## config.mk

```make
export PLATFORM = sky130hd
export DESIGN_NAME = vbf_divider
export DESIGN_NICKNAME = d
export VERILOG_FILES = /design/src/hdl/vbf_pkg.sv /design/src/hdl/vbf_divider.sv
export SDC_FILE = /design/constraint.sdc
export NUM_CORES = 1
export LEC_CHECK = 0
export ABC_CLOCK_PERIOD_IN_PS = 4850
export BUFFER_PORTS_ARGS = -buffer_cell sky130_fd_sc_hd__buf_2
export CAP_MARGIN = 0
export CORE_ASPECT_RATIO = 1.2
export CORE_MARGIN = 2
export CORE_UTILIZATION = 53
export CTS_BUF_LIST = sky130_fd_sc_hd__clkbuf_8
export DETAILED_ROUTE_END_ITERATION = 7
export GPL_ROUTABILITY_DRIVEN = 1
export PLACE_DENSITY = 0.81
export SLEW_MARGIN = 25
export SYNTH_ARGS = -nofsm -noshare
export SYNTH_HDL_FRONTEND = slang
export SYNTH_SLANG_ARGS = --single-unit
```

## constraint.sdc

```tcl
create_clock -name clk -period 4.85 [get_ports clk]
set_input_delay 0.2425 -clock clk [delete_from_list [all_inputs] [get_ports clk]]
set_output_delay 0.2425 -clock clk [all_outputs]
set_load 0.05 [all_outputs]
```

## src/hdl/vbf_pkg.sv

```systemverilog
// ----------------------------------------------------------------------------
// vbf_pkg
// Shared widths, register indexes and command codes of the 3x3x3 volume box
// filter.
// ----------------------------------------------------------------------------
package vbf_pkg;

  localparam int MAX_DIM_DEFAULT     = 16;
  localparam int SAMPLE_BITS_DEFAULT = 16;

  localparam int DIM_W      = 5;   // dimension register width
  localparam int POS_W      = 4;   // query coordinate width
  localparam int CNT_W      = 5;   // neighbour count width (1..27)
  localparam int SUM_GROW   = 5;   // guard bits for a sum of 27 samples
  localparam int CFG_IDX_W  = 2;
  localparam int CFG_DATA_W = DIM_W;

  localparam logic [DIM_W-1:0] DIM_RESET = 5'd9;

  localparam logic [CFG_IDX_W-1:0] CFG_DIM_X = 2'd0;
  localparam logic [CFG_IDX_W-1:0] CFG_DIM_Y = 2'd1;
  localparam logic [CFG_IDX_W-1:0] CFG_DIM_Z = 2'd2;

  localparam logic CMD_LOAD  = 1'b0;
  localparam logic CMD_QUERY = 1'b1;

endpackage

```

## src/hdl/vbf_divider.sv

```systemverilog
// ----------------------------------------------------------------------------
// vbf_divider
// Restoring unsigned divider, one quotient bit per cycle, small divisor.
// ----------------------------------------------------------------------------
module vbf_divider #(
  parameter int DIVIDEND_W = 20
) (
  input  logic                       clk,
  input  logic                       rst,
  input  logic                       start,
  input  logic [DIVIDEND_W-1:0]      dividend,
  input  logic [vbf_pkg::CNT_W-1:0]  divisor,
  output logic                       done,
  output logic [DIVIDEND_W-1:0]      quotient
);
  import vbf_pkg::*;

  localparam int STEP_W = $clog2(DIVIDEND_W + 1);

  logic              busy;
  logic [STEP_W-1:0] steps;
  logic [CNT_W-1:0]  rem;
  logic [CNT_W-1:0]  div_r;
  logic [CNT_W:0]    trial;
  logic [CNT_W:0]    trial_sub;
  logic              fits;

  // shift the next dividend bit into the partial remainder
  assign trial     = {rem, quotient[DIVIDEND_W-1]};
  assign trial_sub = trial - {1'b0, div_r};
  assign fits      = trial >= {1'b0, div_r};

  always_ff @(posedge clk) begin
    if (rst) begin
      busy  <= 1'b0;
      done  <= 1'b0;
      steps <= '0;
    end else begin
      done <= 1'b0;
      if (start) begin
        busy  <= 1'b1;
        steps <= STEP_W'(DIVIDEND_W);
      end else if (busy) begin
        steps <= steps - STEP_W'(1);
        if (steps == STEP_W'(1)) begin
          busy <= 1'b0;
          done <= 1'b1;
        end
      end
    end
  end

  always_ff @(posedge clk) begin
    if (start) begin
      rem      <= '0;
      div_r    <= divisor;
      quotient <= dividend;
    end else if (busy) begin
      rem      <= fits ? trial_sub[CNT_W-1:0] : trial[CNT_W-1:0];
      quotient <= {quotient[DIVIDEND_W-2:0], fits};
    end
  end

endmodule

```

# --- Word-level counts from Yosys, hierarchy flattened ---
# Index checks and enable logic that the tools add are counted.
word_totals:
  mem_bits_rw: 0
  n_memories: 0
  regBits: 37
  in_bits: 28
  output_inout_bits: 21
  latchBits: 0
  wordCells: 24
  rom_bits: 0
classes:
  shifts: 0
  n_div: 0
  reduce_logical: 3
  n_lt_le_gt_ge: 1
  mux: 9
  bitwise_logic: 1
  n_mul: 0
  add_sub_neg: 2
  eq_ne: 1
op_table:
  columns: ["op", "n"]
  rows:
  - ["20-bit two-way mux", 2]
  - ["5-bit two-way mux", 3]
  - ["6-bit by 5-bit >= comparator with 1-bit output", 1]
  - ["5-bit by 1-bit == test with 1-bit output, second input constant", 1]
  - ["5-bit by 1-bit subtractor with 5-bit output, second input constant", 1]
  - ["5-bit subtractor", 1]
  - ["1-bit two-way mux", 4]
  - ["3-bit OR reduction", 1]
  - ["2-bit nonzero test", 1]
  - ["2-bit OR reduction", 1]
  - ["1-bit NOT", 1]

# --- Longest topological paths before layout ---
# Gate-level depths: netlist of run 1.
logic_depth:
  depth_word: 4
  ltp_mapped: 8
  ltp_nobuf: 8

# --- Worst setup path after synthesis of run 1 ---
# OpenSTA, ideal clock, no wires.
synth_path:
  kind: "reg2reg"
  from: "register quotient[19]"
  to: "register quotient[0], data pin"
  setup_time_ns: 0.260
  path_slack_ns: 2.355
  period_less_slack_ns: 2.495
  required_ns: 4.590
  n_path_buf: 0
  stages_incl_launch_ff: 9
  arrival_time_ns: 2.236
  path_cell_list: "edfxtp_1 inv_1 ha_1 inv_1 fa_1 a21o_1 o211a_4 or2_4 mux2_2"
synth_via:
  elab_chain_len: 3
synth_lines:
  columns: ["element", "line", "rtl"]
  rows:
  - ["start, declared", "vbf_divider.sv:14", "output logic [DIVIDEND_W-1:0] quotient"]
  - ["start signal, assigned", "vbf_divider.sv:57", "quotient <= dividend;"]
  - ["start signal, assigned", "vbf_divider.sv:60", "quotient <= {quotient[DIVIDEND_W-2:0], fits};"]
  - ["6-bit by 5-bit >= comparator with 1-bit output", "vbf_divider.sv:31", "assign fits = trial >= {1'b0, div_r};"]
  - ["20-bit two-way mux", "vbf_divider.sv:58", "end else if (busy) begin"]
  - ["20-bit two-way mux", "vbf_divider.sv:54", "if (start) begin"]
# No other way between the ends. The select of a mux whose other input is x is not followed.
# A chain may end at the register's enable or synchronous reset.

# --- Worst setup path after layout of run 1 ---
# Same ends and word-level chain as after synthesis.

==> results of run 1 <==
## registers in the layout, indices dropped and copies added, names as in the netlist
name,cells
busy,1
div_r,5
done,1
quotient,20
rem,5
steps,5
## power by group through the flow
stage	Sequential [uW]	Combinational, uW	Clock [uW]
after floorplan	462	87.9	0
after global placement	399	193	0
after CTS	394	202	213
after detailed placement	400	198	0
final	394	200	209
after global routing	397	215	222
## worst paths after layout
check	from	cells after the start	end
max reg2reg	quotient[19]$_DFFE_PP_	8	quotient[0]$_DFFE_PP_
min	divisor[1]	1	div_r[1]$_DFFE_PP_
max	quotient[19]$_DFFE_PP_	8	quotient[0]$_DFFE_PP_
min reg2reg	rem[4]$_SDFFE_PP0P_	1	rem[4]$_SDFFE_PP0P_
## area by class of cell
cell class	count	share of cell area
Inverter	12	0.02153
Sequential cell	37	0.4737
Multi-Input combinational cell	81	0.3266
Timing Repair Buffer	48	0.1148
Tap cell	36	0.02153
Clock buffer	5	0.03289
Clock inverter	3	0.008971
## worst max-delay path, delay by kind of cell, from the launching register on
kind / cells / cell delay [ps]
buffers and inverters: 2 / 140
muxes: 1 / 260
adders and majority gates: 2 / 560
AOI/OAI and AO/OA: 2 / 460
DFF: 1 / 420
and+or+nand+nor: 1 / 280
## cell usage in the layout (no fill, tap or decap), types with 2 or more instances in the layout
master	synthesis	routed
sky130_fd_sc_hd__dfxtp_1	12	12
sky130_fd_sc_hd__clkbuf_8	0	5
sky130_fd_sc_hd__ha_1	7	7
sky130_fd_sc_hd__o21ai_0	2	2
sky130_fd_sc_hd__xnor2_1	3	3
sky130_fd_sc_hd__mux2_2	20	20
sky130_fd_sc_hd__clkinvlp_4	0	2
sky130_fd_sc_hd__nor3_1	3	3
sky130_fd_sc_hd__inv_1	11	12
sky130_fd_sc_hd__edfxtp_1	25	25
sky130_fd_sc_hd__nor4b_1	2	2
sky130_fd_sc_hd__nor4_1	2	2
sky130_fd_sc_hd__and3_1	2	2
sky130_fd_sc_hd__nand3_1	2	2
sky130_fd_sc_hd__a21oi_1	4	4
sky130_fd_sc_hd__xor2_1	3	3
sky130_fd_sc_hd__nand2_1	7	7
sky130_fd_sc_hd__nor2_1	8	8
sky130_fd_sc_hd__buf_2	1	48
## layer usage
layer | vias to the layer above | part of all wire | GRT usage
li1 | 595 | - | -
met1 | 592 | 0.39 | 0.2250
met2 | 53 | 0.52 | 0.3044
met3 | 14 | 0.058 | 0.04466
met4 | 0 | 0.033 | 0.1101
met5 | - | 0 | 0
## through the flow
step | total power [uW] | area, sq um | hold WS, ps
after detailed placement | 598.9 | 2004 | 420.6
after CTS | 808.2 | 2092 | 117.4
final | 802.8 | 2092 | 124.3
after global placement | 592.2 | 2004 | 419.3
after floorplan | 549.9 | 1739 | 311.6
after global routing | 834.4 | 2092 | 117.0
## logic make-up after synthesis
family | count (synthesis) | share of synthesized area
mux | 21 | 0.1353
xor+xnor | 6 | 0.03022
fa+ha+maj | 8 | 0.06187
compound gates | 16 | 0.07771
simple gates | 30 | 0.08778
buf+inv | 16 | 0.03741
flops | 37 | 0.5698
==> run summary, run 1 <==
The run gives 2.326 mm as the post-DP HPWL. The async set-reset flop share out of synthesis came out at 0. The fraction of synthesized cell area taken by the top area cell type came out at 0.4317. In this design, the stage delay of the slowest critical-path cell is 420 ps. The die height works out to 66.75 microns.

Setup slack closes at 2493 ps. The sequential cells in the finished layout cover a total of 991.0 sq um. The cell leakage power is 0.0009069 uW. The worst min-delay path category was input port to flip-flop. No sink is reached through more buffers than the 2 on the longest clock path. The number of max-slew violations in the final report came out at 0. The count of synthesis-stage warnings from yosys was 0. In this run the clock root is driven by a sky130_fd_sc_hd__clkbuf_8. At the worst endpoint, the arrival time is 2400 ps. The tools report the nature of the critical path endpoint as a flip-flop. The flop and latch count out of synthesis works out to 37. The number of enable-type register cells in the synthesized netlist is 25.

The run gives 0.4964 as the worst max-slew margin expressed relative to the limit. The run gives 22 as the cell row count. The number of cells upsized or downsized after cts was 0; the latest clock arrival within the worst-skew pair was 290 ps. By count the netlist is led by sky130_fd_sc_hd__edfxtp_1, sky130_fd_sc_hd__mux2_2, sky130_fd_sc_hd__dfxtp_1, sky130_fd_sc_hd__inv_1, sky130_fd_sc_hd__nor2_1. Setup repair after global routing left no endpoint under its margin. TritonCTS built the clock tree. Along the worst path, the maximum fanout reaches 6.

Summed over all instances, the cell type with the most area after synthesis is sky130_fd_sc_hd__edfxtp_1. The run gives 1739 sq um as the cell area after technology mapping. For this block, the via count after detailed routing is 1,254.

The run gives 542.5 uW as the cell-internal power. The pre-antenna-repair detailed-routing pass consisted of 4 iterations. Using the TritonRoute via totals, the vias-per-cell ratio works out to 5.649. The initial cell density of the core came out at 0.5591.

The CTS buffer count is 5. The repair_antennas step left the layout with diodes totalling 0. The die covers 3757 sq um. The non-filler instance count after layout was 222.

The logs give 0 for the number of hold violations in the final report and 3.313 mm for the final wirelength. The switching part of the total power works out to 0.3242. The part of the power in combinational logic was 0.249. At the end of routability-driven placement, the weighted congestion stood at 0.8490. The global router's overall resource usage was 0.1866. The worst setup path is of the flip-flop to flip-flop kind. The run gives 0 as the number of antenna violations at the first check in global routing. The area added between synthesis and finish is 20.29%. The share of layout cells above drive strength 1 was 0.4247.

Peak ir drop on the vdd network: 0.3237 mV. Synthesis produced a netlist with a net count of 170. For this design the top-level I/O count stands at 49. Number of fill cells in the layout: 242. The final period utilization was 0.4860; the fraction of power consumed by sequential logic was 0.490. Post-CTS timing repair inserted 0 buffers for setup. Between clock sinks in the finished design, the worst skew comes to 10.30 ps. The logs give 0.261 for the fraction of power consumed by the clock network and 0 for the total of endpoints with negative setup slack in the final report.

For the finished layout, the period the worst path requires is 2357 ps. Clock-pin slew was measured on the worst setup and hold paths at 80 ps. Die boundary width: 56.29 microns. In this run the tool buffered the top-level ports with 48 buffer cells. Maximum number of pins on one net before global-route repair: 36.

For the summed negative setup slack over all endpoints, the log shows 0 ps. In the post-synthesis netlist, the cell with the most instances is sky130_fd_sc_hd__edfxtp_1. The setup slack after placement was 2515 ps; the number of instances in the synthesized netlist was 134. The clock drives 37 sinks. The utilization of the core after routing was 0.6726. The number of max-cap violations was 0; the first-pass GRT wire length was 5.244 mm.

After the first detailed-routing iteration, the DRC count stood at 48. In this run the remaining antenna-violating nets after routing total 0. The slowest cell on the critical path is sky130_fd_sc_hd__edfxtp_1. The average instance in the mapped netlist occupies 12.98 sq um. The number of hold buffers added after CTS was 0.

The via count of the first global-routing pass came out at 1,187. By area the synthesized netlist is led by sky130_fd_sc_hd__edfxtp_1, sky130_fd_sc_hd__dfxtp_1, sky130_fd_sc_hd__mux2_2, sky130_fd_sc_hd__ha_1, sky130_fd_sc_hd__inv_1. For this run the aggregate overflow at the end of global routing stands at 0. The library cell appearing most often on the critical path was sky130_fd_sc_hd__inv_1.

Number of unique standard cell types used by synthesis: 36. Traced cell by cell, the critical path runs through inv_1 -> ha_1 -> inv_1 -> fa_1 -> a21o_1 -> o211a_4 -> or2_4 -> mux2_2. For the pin with the worst max-slew slack, the measured transition is 754.5 ps. STA classifies the critical path startpoint as a flip-flop. The switching power summed over all nets is 260.3 uW. After detailed routing, the number of remaining DRC violations is 0. The run gives 0.5698 as the sequential share of the synthesized area. The total area inside the core boundary comes to 3110 sq um. The run gives 2 as the H-tree level count. The most instantiated flip-flop cell in the synthesis netlist was sky130_fd_sc_hd__edfxtp_1. Dividing total power by cell area gives a power density of 383.8 nW/um^2. The average wire length per cell after detail routing is 14.92 microns, and the worst setup slack for register-to-register paths is 2490 ps. Static timing analysis puts the maximum clock frequency at 0.4242 GHz.

For the area of combinational cells with multiple inputs, the log shows 683.2 sq um. Number of nets in the final layout: 221. The flow ran to the end, and the final reports show no timing, DRC or antenna violations. The logs give 214 for the cell total after placement and 4890 ps for the endpoint required time on the critical path.
(Power assumes the default switching activity.)
==> run 2: changes to the inputs <==
Settings changed: ABC_AREA set to 1, ABC_CLOCK_PERIOD_IN_PS 4850 to 2000, CORE_UTILIZATION 53 to 48, PLACE_DENSITY 0.81 to 0.77.
Clock period 4.85 ns to 2 ns, I/O delays scaled along.
==> run summary, run 2 <==
The total iterations of the first detailed-routing run is 4 (unchanged), and the area added between synthesis and finish is 25.93% (was 20.29%). The top register by number of flip-flops was quotient (unchanged). The logs give 6.023 mm (was 5.244 mm) for the first-pass GRT wire length and 0 (unchanged) for the count of synthesis-stage warnings from yosys.

The run gives 2 (unchanged) as the worst-case clock buffer depth. The run gives 3603 sq um (was 3110 sq um) as the core area. The final period utilization came out at 0.8697 (was 0.4860). The most instantiated flip-flop cell in the synthesis netlist was sky130_fd_sc_hd__edfxtp_1 (unchanged).

The number of DRC markers in iteration 0 is 43 (was 48), and the number of max-cap violations is 0 (unchanged). The tools report the non-filler instance count after layout as 301 (was 222). The run gives 202 (was 134) as the number of instances in the synthesized netlist. The net count after synthesis was 238 (was 170).

The cell area after technology mapping is 1785 sq um (was 1739 sq um), and the buffers plus inverters on the worst setup path is 2 (unchanged). The antenna diode count was 0 (unchanged); the DRC violation count after routing was 0 (unchanged). Global placer's final weighted congestion: 0.8333 (was 0.8490). The sequential share of the synthesized area is 0.5550 (was 0.5698), and the post-DP HPWL is 2.548 mm (was 2.326 mm). The number of enable-type register cells in the synthesized netlist was 25 (unchanged).

The run gives 0 (unchanged) as the number of max-slew violations in the final report. The count of buffers inserted at the top-level ports works out to 48 (unchanged). Clock input transition at the sequential cells of the worst setup and hold paths: 70 ps (was 80 ps). Peak ir drop on the vdd network: 0.5143 mV (was 0.3237 mV). The tools report the type of origin of the critical path as a flip-flop (unchanged). The run gives 0.001141 uW (was 0.0009069 uW) as the cell leakage power. For the setup slack after placement, the log shows 258.9 ps (was 2515 ps). The sequential standard cell area was 991.0 sq um (unchanged); the latest clock arrival within the worst-skew pair was 280 ps (was 290 ps). The CTS buffer count came out at 5 (unchanged). The logs give 321 (was 242) for the number of fill cells in the layout and 26 (was 36) for the number of unique standard cell types used by synthesis. The average wire length per cell after detail routing came out at 11.95 microns (was 14.92 microns). Share of layout cells above drive strength 1: 0.2557 (was 0.4247). Most used cells in the layout excluding fill and tap cells: sky130_fd_sc_hd__nand2_1, sky130_fd_sc_hd__buf_2, sky130_fd_sc_hd__edfxtp_1, sky130_fd_sc_hd__inv_1 (was sky130_fd_sc_hd__buf_2, sky130_fd_sc_hd__edfxtp_1, sky130_fd_sc_hd__mux2_2, sky130_fd_sc_hd__inv_1, sky130_fd_sc_hd__dfxtp_1). Family with the most delay on the worst path: adder cells (unchanged). The tools report the clock net sink count as 37 (unchanged).

The die boundary width works out to 59.68 microns (was 56.29 microns). The tools report the count of pins on the block boundary as 49 (unchanged). The tools report the global router's overall resource usage as 0.1858 (was 0.1866).

The run gives 29 (was 36) as the maximum number of pins on one net before global-route repair. The maximum clock frequency was 0.5749 GHz (was 0.4242 GHz); the flip-flop count of the largest register, all copies and words added was 20 (unchanged). Critical path, cell by cell: inv_1 -> ha_1 -> inv_1 -> fa_1 -> nand2_1 -> nand2_1 -> nand3_4 -> a31oi_1 (was inv_1 -> ha_1 -> inv_1 -> fa_1 -> a21o_1 -> o211a_4 -> or2_4 -> mux2_2). Slew at the pin with the worst max-slew slack: 451.2 ps (was 754.5 ps). The final period demand of the worst path was 1739 ps (was 2357 ps).

For the number of setup buffers added after CTS, the log shows 0 (unchanged). Root buffer cell: sky130_fd_sc_hd__clkbuf_8 (unchanged). The run finished with clean final reports. The number of antenna violations at the first check in global routing was 0 (unchanged); the async set-reset flop share out of synthesis was 0 (unchanged). The most frequent standard cell in the layout excluding fill and tap cells was sky130_fd_sc_hd__nand2_1 (was sky130_fd_sc_hd__buf_2). The slowest cell on the critical path is sky130_fd_sc_hd__fa_1 (was sky130_fd_sc_hd__edfxtp_1). The area of combinational cells with multiple inputs was 690.7 sq um (was 683.2 sq um).

The endpoint required time on the critical path was 2020 ps (was 4890 ps). Largest cells by area after synthesis: sky130_fd_sc_hd__edfxtp_1, sky130_fd_sc_hd__nand2_1, sky130_fd_sc_hd__dfxtp_1, sky130_fd_sc_hd__ha_1, sky130_fd_sc_hd__inv_1 (was sky130_fd_sc_hd__edfxtp_1, sky130_fd_sc_hd__dfxtp_1, sky130_fd_sc_hd__mux2_2, sky130_fd_sc_hd__ha_1, sky130_fd_sc_hd__inv_1). The initial cell density of the core was 0.4955 (was 0.5591).

The power density of the placed cells is 939.2 nW/um^2 (was 383.8 nW/um^2), and the worst max-slew margin expressed relative to the limit is 0.6987 (was 0.4964). The flop and latch count out of synthesis is 37 (unchanged). The arrival time reported for the critical path endpoint was 1760 ps (was 2400 ps).

Die height: 70.81 microns (was 66.75 microns). The tools report the via count of the first global-routing pass as 1,380 (was 1,187). The number of nets in the final layout was 297 (was 221); the final setup skew was 6.729 ps (was 10.30 ps). The biggest cell delay along the critical path is 400 ps (was 420 ps), and the H-tree level count is 2 (unchanged). The run gives 3.597 mm (was 3.313 mm) as the final wirelength. The fraction of synthesized cell area taken by the top area cell type is 0.4205 (was 0.4317). The run gives 260.7 ps (was 2493 ps) as the final setup slack of the worst path. Cell accounting for the most synthesized area: sky130_fd_sc_hd__edfxtp_1 (unchanged). The run gives 4226 sq um (was 3757 sq um) as the die area. The cell row count was 24 (was 22).

The worst min-delay path category is input port to flip-flop (unchanged). The detailed-route vias per instance is 4.837 (was 5.649), and the number of hold violations in the final report is 0 (unchanged). The logs give 1,456 (was 1,254) for the overall via count from detail_route and 0 ps (unchanged) for the summed negative setup slack over all endpoints.

Most instantiated cells after synthesis: sky130_fd_sc_hd__nand2_1, sky130_fd_sc_hd__edfxtp_1, sky130_fd_sc_hd__inv_1, sky130_fd_sc_hd__nand3_1, sky130_fd_sc_hd__nor2_1 (was sky130_fd_sc_hd__edfxtp_1, sky130_fd_sc_hd__mux2_2, sky130_fd_sc_hd__dfxtp_1, sky130_fd_sc_hd__inv_1, sky130_fd_sc_hd__nor2_1). TritonCTS built the clock tree. The run gives 0 (unchanged) as the number of antenna-violating nets in the routed design.

The run gives 287 (was 214) as the cell total after placement. Setup repair after global routing left no endpoint under its margin. Most frequent cell after synthesis: sky130_fd_sc_hd__nand2_1 (was sky130_fd_sc_hd__edfxtp_1). Critical path class: flip-flop to flip-flop (unchanged).

The tools report the total congestion overflow as 0 (unchanged). The total of endpoints with negative setup slack in the final report is 0 (unchanged), and the maximum fanout encountered on the critical timing path is 8 (was 6). Worst setup slack for register-to-register paths: 260 ps (was 2490 ps).

The nature of the critical path endpoint is a flip-flop (unchanged). Mean instance size in the synthesized netlist: 8.839 sq um (was 12.98 sq um).
run 2: what timing repair did:
item,4_1_cts,5_1_grt
resized for setup,0,0
hold buffers,6,0
hold endpoints to repair,6,0
run 2: where the power goes:
group	internal, uW	leakage, uW	switching, uW	total, uW
clock network	401	0.0000626	257	659
registers	902	0.000352	42.9	944
logic	158	0.000726	351	509
run 2: per-layer routing:
metal	vias to the layer above	part of all wire	track usage
li1	764	-	-
met2	37	0.47	0.2995
met4	0	0.018	0.08148
met1	648	0.46	0.2376
met3	7	0.044	0.03839
met5	-	0	0
run 2: worst reg2reg max path, delay by kind of cell, from the launching register on:
kind | cells | cell delay [ps]
AO/OA/AOI/OAI | 1 | 100
flip-flops | 1 | 380
AND/OR/NAND/NOR | 3 | 300
buffers and inverters | 2 | 150
adder cells (fa/ha/maj) | 2 | 550
run 2: kinds of logic (layout without fill, tap and decap cells):
group / count (synthesis) / count (layout) / synth area share
AOI/OAI and AO/OA: 10 / 10 / 0.03294
xor gates and xnor gates: 1 / 1 / 0.004906
adders and majority gates: 8 / 8 / 0.06026
buffers and inverters: 27 / 87 / 0.05816
DFF: 37 / 37 / 0.5550
and+or+nand+nor: 119 / 119 / 0.2887
run 2: through the flow:
stage | total power, uW | util | instance area, sq um | hold slack (ps)
final | 2112 | 0.6240 | 2248 | 83.79
after global routing | 2209 | 0.6240 | 2248 | 90.23
after CTS | 2123 | 0.6240 | 2248 | 76.81
after detailed placement | 1462 | 0.5750 | 2072 | 277.7
after global placement | 1450 | 0.5750 | 2072 | 277.9
after floorplan | 1335 | - | 1785 | 172.4
run 2: final timing paths:
path / start / to / cells after the start
min: dividend[2] / quotient[2]$_DFFE_PP_ / 3
min reg2reg: rem[4]$_SDFFE_PP0P_ / rem[4]$_SDFFE_PP0P_ / 2
max: quotient[19]$_DFFE_PP_ / quotient[0]$_DFFE_PP_ / 8
max reg2reg: quotient[19]$_DFFE_PP_ / quotient[0]$_DFFE_PP_ / 8
run 2: area by class of cell:
type                    count  share of cell area
clock buffers               6             0.03673
clock inverters             2             0.01503
inverters                  23             0.03840
multi-input cells         138              0.3072
flip-flops and latches     37              0.4407
well taps                  39             0.02170
repair buffers             56              0.1402
